File: src/design/cnid_pkg.sv
// shared types, command codes and constants for the can node-id admin handler
// no dependencies
package cnid_pkg;

  localparam int unsigned IdW   = 11;
  localparam int unsigned UuidW = 48;
  localparam int unsigned LenW  = 4;
  localparam int unsigned ByteW = 8;

  localparam logic [ByteW-1:0] CmdQueryUnassigned = 8'h00;
  localparam logic [ByteW-1:0] CmdSetNodeid       = 8'h01;
  localparam logic [ByteW-1:0] CmdRequestBoot     = 8'h02;
  localparam logic [ByteW-1:0] RespNeedNodeid     = 8'h20;
  localparam logic [IdW-1:0]   NodeidBase         = 11'h100;

  localparam logic [IdW-1:0]   AdminFrameIdRst    = 11'd1008;
  localparam logic [IdW-1:0]   AdminReplyIdRst    = 11'd1009;

  typedef enum logic [1:0] {
    CFG_CHIP_UUID      = 2'd0,
    CFG_ADMIN_FRAME_ID = 2'd1,
    CFG_ADMIN_REPLY_ID = 2'd2
  } cfg_idx_e;

  typedef struct packed {
    logic [IdW-1:0]   frame_id;
    logic [LenW-1:0]  frame_length;
    logic [ByteW-1:0] cmd;
    logic [UuidW-1:0] uuid;
    logic [ByteW-1:0] node_req;
  } frame_t;

  typedef struct packed {
    logic [UuidW-1:0] chip_uuid;
    logic [IdW-1:0]   admin_frame_id;
    logic [IdW-1:0]   admin_reply_id;
  } cfg_t;

  typedef struct packed {
    logic             reply_valid;
    logic [IdW-1:0]   reply_frame_id;
    logic [63:0]      reply_payload;
    logic             filter_update;
    logic [IdW-1:0]   filter_value;
    logic             id_conflict;
    logic             boot_request;
    logic             data_accepted;
    logic [ByteW-1:0] node_number;
  } result_t;

endpackage

File: src/design/can_node_id_admin_handler.sv
// top level: config registers, input beat register, result register
// depends on cnid_pkg and cnid_core
// A frame passes the input register, then the result register. Throughput is one beat per cycle
// unless out_ready_i stalls, set by the single assigned-id register updated as each frame leaves
// the input register. Configuration writes take effect at once and should be made while idle.
module can_node_id_admin_handler (
  input  logic                        clk_i,
  input  logic                        rst_ni,
  input  logic                        cfg_we_i,
  input  logic [1:0]                  cfg_idx_i,
  input  logic [cnid_pkg::UuidW-1:0]  cfg_wdata_i,
  input  logic                        in_valid_i,
  output logic                        in_ready_o,
  input  logic [cnid_pkg::IdW-1:0]    frame_id_i,
  input  logic [cnid_pkg::LenW-1:0]   frame_length_i,
  input  logic [7:0]                  byte_zero_i,
  input  logic [7:0]                  byte_one_i,
  input  logic [7:0]                  byte_two_i,
  input  logic [7:0]                  byte_three_i,
  input  logic [7:0]                  byte_four_i,
  input  logic [7:0]                  byte_five_i,
  input  logic [7:0]                  byte_six_i,
  input  logic [7:0]                  byte_seven_i,
  output logic                        out_valid_o,
  input  logic                        out_ready_i,
  output logic                        reply_valid_o,
  output logic [cnid_pkg::IdW-1:0]    reply_frame_id_o,
  output logic [63:0]                 reply_payload_o,
  output logic                        filter_update_o,
  output logic [cnid_pkg::IdW-1:0]    filter_value_o,
  output logic                        id_conflict_o,
  output logic                        boot_request_o,
  output logic                        data_accepted_o,
  output logic [7:0]                  node_number_o
);
  import cnid_pkg::*;

  cfg_t    cfg_q;
  frame_t  frame_q;
  logic    in_vld_q;
  result_t res_d, res_q;
  logic    out_vld_q;
  logic    advance;
  logic    in_take;

  assign advance    = in_vld_q && (!out_vld_q || out_ready_i);
  assign in_ready_o = !in_vld_q || advance;
  assign in_take    = in_valid_i && in_ready_o;

  always_ff @(posedge clk_i or negedge rst_ni) begin
    if (!rst_ni) begin
      cfg_q.chip_uuid      <= '0;
      cfg_q.admin_frame_id <= AdminFrameIdRst;
      cfg_q.admin_reply_id <= AdminReplyIdRst;
    end else if (cfg_we_i) begin
      case (cfg_idx_i)
        CFG_CHIP_UUID:      cfg_q.chip_uuid      <= cfg_wdata_i;
        CFG_ADMIN_FRAME_ID: cfg_q.admin_frame_id <= cfg_wdata_i[IdW-1:0];
        CFG_ADMIN_REPLY_ID: cfg_q.admin_reply_id <= cfg_wdata_i[IdW-1:0];
        default: begin
        end
      endcase
    end
  end

  always_ff @(posedge clk_i or negedge rst_ni) begin
    if (!rst_ni) begin
      in_vld_q  <= 1'b0;
      out_vld_q <= 1'b0;
    end else begin
      if (in_ready_o) begin
        in_vld_q <= in_valid_i;
      end
      if (advance) begin
        out_vld_q <= 1'b1;
      end else if (out_ready_i) begin
        out_vld_q <= 1'b0;
      end
    end
  end

  // input beat register
  always_ff @(posedge clk_i) begin
    if (in_take) begin
      frame_q.frame_id     <= frame_id_i;
      frame_q.frame_length <= frame_length_i;
      frame_q.cmd          <= byte_zero_i;
      frame_q.uuid         <= {byte_six_i, byte_five_i, byte_four_i,
                               byte_three_i, byte_two_i, byte_one_i};
      frame_q.node_req     <= byte_seven_i;
    end
  end

  cnid_core u_core (
    .clk_i   (clk_i),
    .rst_ni  (rst_ni),
    .en_i    (advance),
    .frame_i (frame_q),
    .cfg_i   (cfg_q),
    .res_o   (res_d)
  );

  // result register
  always_ff @(posedge clk_i) begin
    if (advance) begin
      res_q <= res_d;
    end
  end

  assign out_valid_o      = out_vld_q;
  assign reply_valid_o    = res_q.reply_valid;
  assign reply_frame_id_o = res_q.reply_frame_id;
  assign reply_payload_o  = res_q.reply_payload;
  assign filter_update_o  = res_q.filter_update;
  assign filter_value_o   = res_q.filter_value;
  assign id_conflict_o    = res_q.id_conflict;
  assign boot_request_o   = res_q.boot_request;
  assign data_accepted_o  = res_q.data_accepted;
  assign node_number_o    = res_q.node_number;

endmodule

File: src/design/cnid_core.sv
// frame decode and assigned node-id register
// depends on cnid_pkg
module cnid_core (
  input  logic             clk_i,
  input  logic             rst_ni,
  input  logic             en_i,
  input  cnid_pkg::frame_t frame_i,
  input  cnid_pkg::cfg_t   cfg_i,
  output cnid_pkg::result_t res_o
);
  import cnid_pkg::*;

  logic [IdW-1:0] assigned_id_q, assigned_id_d;
  logic [IdW:0]   id_plus_one;
  logic [IdW-1:0] new_id;
  logic [IdW-1:0] nn_diff;
  logic           uuid_match;
  logic           is_conflict;
  logic           is_admin;

  assign id_plus_one = {1'b0, assigned_id_q} + {{IdW{1'b0}}, 1'b1};
  assign new_id      = {2'b00, frame_i.node_req, 1'b0} + NodeidBase;
  assign uuid_match  = (frame_i.frame_length >= 4'd7) && (frame_i.uuid == cfg_i.chip_uuid);
  assign is_conflict = (frame_i.frame_id != '0) && ({1'b0, frame_i.frame_id} == id_plus_one);
  assign is_admin    = (frame_i.frame_id == cfg_i.admin_frame_id) && (frame_i.frame_length != '0);

  always_comb begin
    assigned_id_d = assigned_id_q;
    res_o = '0;
    res_o.data_accepted = (frame_i.frame_id != '0) && (frame_i.frame_id == assigned_id_q);
    if (is_conflict) begin
      assigned_id_d       = '0;
      res_o.filter_update = 1'b1;
      res_o.id_conflict   = 1'b1;
    end else if (is_admin) begin
      case (frame_i.cmd)
        CmdQueryUnassigned: begin
          if (assigned_id_q == '0) begin
            res_o.reply_valid    = 1'b1;
            res_o.reply_frame_id = cfg_i.admin_reply_id;
            res_o.reply_payload  = {CmdSetNodeid, cfg_i.chip_uuid, RespNeedNodeid};
          end
        end
        CmdSetNodeid: begin
          if (frame_i.frame_length >= 4'd8) begin
            if (uuid_match) begin
              if (new_id != assigned_id_q) begin
                assigned_id_d       = new_id;
                res_o.filter_update = 1'b1;
              end
            end else if (new_id == assigned_id_q) begin
              assigned_id_d       = '0;
              res_o.filter_update = 1'b1;
              res_o.id_conflict   = 1'b1;
            end
          end
        end
        CmdRequestBoot: begin
          res_o.boot_request = uuid_match;
        end
        default: begin
        end
      endcase
    end
    nn_diff            = assigned_id_d - NodeidBase;
    res_o.filter_value = assigned_id_d;
    res_o.node_number  = (assigned_id_d == '0) ? '0 : nn_diff[ByteW:1];
  end

  always_ff @(posedge clk_i or negedge rst_ni) begin
    if (!rst_ni) begin
      assigned_id_q <= '0;
    end else if (en_i) begin
      assigned_id_q <= assigned_id_d;
    end
  end

  a_hold_without_update: assert property (@(posedge clk_i) disable iff (!rst_ni)
    (en_i && !res_o.filter_update) |=> $stable(assigned_id_q))
    else $error("assigned id changed without filter update");

  a_conflict_clears: assert property (@(posedge clk_i) disable iff (!rst_ni)
    (en_i && res_o.id_conflict) |=> (assigned_id_q == '0))
    else $error("conflict did not clear assigned id");

  a_reply_only_unassigned: assert property (@(posedge clk_i) disable iff (!rst_ni)
    res_o.reply_valid |-> (assigned_id_q == '0) && !res_o.filter_update)
    else $error("reply while assigned");

  a_assigned_even: assert property (@(posedge clk_i) disable iff (!rst_ni)
    (assigned_id_q != '0) |-> !assigned_id_q[0] && (assigned_id_q >= NodeidBase))
    else $error("assigned id out of node range");

endmodule

File: config.mk
export PLATFORM = sky130hd
export DESIGN_NAME = can_node_id_admin_handler
export DESIGN_NICKNAME = d
export VERILOG_FILES = /design/src/design/cnid_pkg.sv /design/src/design/can_node_id_admin_handler.sv /design/src/design/cnid_core.sv
export SDC_FILE = /design/constraint.sdc
export NUM_CORES = 1
export LEC_CHECK = 0
export ABC_CLOCK_PERIOD_IN_PS = 7570
export BUFFER_PORTS_ARGS = -buffer_cell sky130_fd_sc_hd__buf_2
export CAP_MARGIN = 40
export CORE_ASPECT_RATIO = 0.5
export CORE_MARGIN = 2
export CORE_UTILIZATION = 35
export DETAILED_ROUTE_END_ITERATION = 8
export SYNTH_ARGS = -nofsm -noshare
export SYNTH_HDL_FRONTEND = slang
export SYNTH_SLANG_ARGS = --single-unit
File: constraint.sdc
create_clock -name clk_i -period 7.57 [get_ports clk_i]
set_input_delay 2.271 -clock clk_i [delete_from_list [all_inputs] [get_ports clk_i]]
set_output_delay 2.271 -clock clk_i [all_outputs]
set_load 0.05 [all_outputs]
==> qor.yml <==
violations: "design-rule violations"
path_buf_inv: 2
die_w_um: 249
drtIter0Drc: 398
pre_cts_ws_ps: 2510
cts_setup_buffers: 0
r2r_start: "cfg_q[36]$_DFFE_PN0P_"
rr_endpoint: "node_number_o[7]$_SDFFCE_PN0P_"
final_cells: 1349
io_pins: 235
core_um2: 29200
r2r_cells: 9
fillers: 2679
track_usage_pct: 16.6
yosysUniqueCellTypes: 53
synth_seq_cells: 245
detail-route-antenna-nets: 0
ir_drop_uv: 155
drcViolationCount: 4
slew_headroom_pct: 45.7
p_per_area_nw_per_um2: 266
postSynthAreaPerCell_um2: 14.5
cts_sinks: 245
hold_start: "in_vld_q$_DFFE_PN0N_"
clock.fmax_ghz: 0.198
min_period_over_period_pct: 66.8
p_leak_nw: 5.15
slew_violations: 0
worst_hold_path.endpoint: "out_valid_o$_DFFE_PN0P_"
min_period_ps: 5060
place_congestion: 0.824
rows: 44
drt-wirelength-per-cell_um: 19.5
synthFlopType: "edfxtp_1"
tightestPinTransition_ps: 806
crit_chain: "buf_2 > nand3b_1 > buf_2"
nets: 1077
fin_skew_ps: 24.8
initial_core_util_pct: 35.8
wirelength_mm: 26.2
hold_depth: 1
grt_pass1_vias: 6636
cpMaxStageDelayCell: "buf_2"
cp.required_ps: 5300
path_delay_family: "buffers and inverters"
dr.pass1.iters: 8
overflow: 0
setup_viol: 0
cts_resized: 0
antenna_found_initial: 0
io_buffer_count: 220
hold-worst-slack_ps: 497
drive_gt1_share_pct: 38.2
path_class: "in2out"
clk_pin_slew_ps: 60
area.sequential_um2: 6960
synth_warnings: 0
setup_slack_ps: 2510
cap_violations: 0
dp_hpwl_mm: 19.0
synth_edf_count: 162
endpoint_kind: "primary output"
crit_path_max_fanout: 3
cts_buffers: 24
post-route-util_pct: 43.5
cts.htree.levels: 1
netlist_instances: 722
viasPerCell: 4.76
grt_start_max_net_pins: 56
die_h_um: 126
antenna_cells: 0
min_path_type: "reg2reg"
start_kind: "primary input"
syn_to_final_growth_pct: 21.3
status: "complete, but fails checks"
syn_area_um2: 10500
dp_cells: 1305
multi_input_area_um2: 3240
vias: 6419
rsz0062_at_grt: "no"
finalHoldViolCount: 0
cts_tree: "yes"
tns_ps: 0
reg2reg_setup_slack_ps: 3830
dieArea_um2: 31400
clk_latency_ps: 540
holdBufCountCts: 0
synth-async-reset-ratio_pct: 33.9
ys_seq_area_share_pct: 66.4
arrival_ps: 2790
slowest_delay_ps: 230
cts_root_buffer: "clkbuf_16"
cts_max_path_buffers: 3
grt_pass1_wl_mm: 39.7
critical_path.most_common_cell: "buf_2"
[cell usage in the layout (no fill, tap or decap), types with 7 or more instances in the layout]
| master | instances |
|---|---|
| and2_4 | 10 |
| edfxtp_1 | 162 |
| dfstp_2 | 13 |
| a21oi_1 | 7 |
| xor2_1 | 73 |
| a211oi_1 | 9 |
| and2_1 | 50 |
| nor2_1 | 27 |
| xnor2_1 | 12 |
| clkbuf_16 | 26 |
| dfrtp_1 | 70 |
| buf_2 | 219 |
| conb_1 | 14 |
| mux2_2 | 70 |
| nand2_1 | 23 |
| inv_1 | 9 |
| nand4_1 | 11 |
| o21ai_0 | 9 |
| nor4_1 | 40 |
| nand3_1 | 10 |
| clkbuf_1 | 8 |
[how the worst max path moves through the flow]
stage | startpoint | end | slack, ps | depth (start not counted)
after floorplan | out_ready_i | frame_q[0]$_DFFE_PP_ | 2470 | 2
final | out_ready_i | in_ready_o | 2510 | 3
after detailed placement | out_ready_i | in_ready_o | 2510 | 3
after global routing | out_ready_i | in_ready_o | 2490 | 3
after global placement | out_ready_i | in_ready_o | 2510 | 3
after CTS | out_ready_i | in_ready_o | 2510 | 3
[cell usage after synthesis, types with 8 or more instances]
master    instances  area (um2)
a211oi_1          9        67.6
and2_1           51         319
and2_4            9        78.8
buf_4            16         120
buf_6             8        90.1
clkbuf_1         18        67.6
dfrtp_1          70        1750
dfstp_2          13         342
edfxtp_1        162        4860
inv_1             9        33.8
mux2_2           70         788
nand2_1          23        86.3
nand3_1          10        50.1
nand4_1          11        68.8
nor2_1           27         101
nor4_1           41         257
o21ai_0           9        45.0
xnor2_1          12         105
xor2_1           73         639
[state kept, by name, indices dropped and copies added, names as in the netlist]
| register | flops |
|---|---|
| frame_q | 79 |
| cfg_q | 70 |
| reply_payload_o | 49 |
| filter_value_o | 11 |
| reply_frame_id_o | 11 |
| u_core.assigned_id_q | 11 |
| node_number_o | 8 |
| boot_request_o | 1 |
| data_accepted_o | 1 |
| filter_update_o | 1 |
| id_conflict_o | 1 |
| in_vld_q | 1 |
| out_valid_o | 1 |
[per-stage QoR]
stage | total power [mW] | area, um2
after floorplan | 2.05 | 10500
after global placement | 2.22 | 11900
after detailed placement | 2.23 | 11900
after CTS | 3.42 | 12700
after global routing | 3.52 | 12700
final | 3.38 | 12700
[where the power goes]
part           internal [mW]  leakage, nW  switching, mW  total [mW]
logic                  0.177         2.23          0.331       0.508
clock network          0.670        0.383          0.512        1.18
registers               1.59         2.54          0.102        1.69
[logic make-up (layout without fill, tap and decap cells)]
group	after synthesis	after routing	synth area share [%]
XOR/XNOR	85	85	7.10
AO/OA/AOI/OAI	40	40	2.48
other	1	14	0.0358
buffers and inverters	59	282	3.32
adder cells (fa/ha/maj)	3	3	0.358
multiplexers	76	76	8.10
flip-flops	245	245	66.4
AND/OR/NAND/NOR	213	213	12.2
[final cells by class]
class / instances / area share (%)
timing repair buffer: 228 / 9.51
clock buffer: 38 / 5.79
tap: 391 / 3.85
multi-input combinational: 431 / 25.5
sequential: 245 / 54.8
inverter: 10 / 0.315
clock inverter: 6 / 0.295
[per-layer routing]
layer  wire, um  up-vias  share of wire, %  GRT usage, %
met4        434        0               1.7          3.85
li1           -     3038                 -             -
met1      11100     3237                42          20.8
met3        937       25               3.6          3.14
met5          0        -                 0             0
met2      13700      119                52          29.9
No activity file was read; power rests on OpenSTA's default activity.
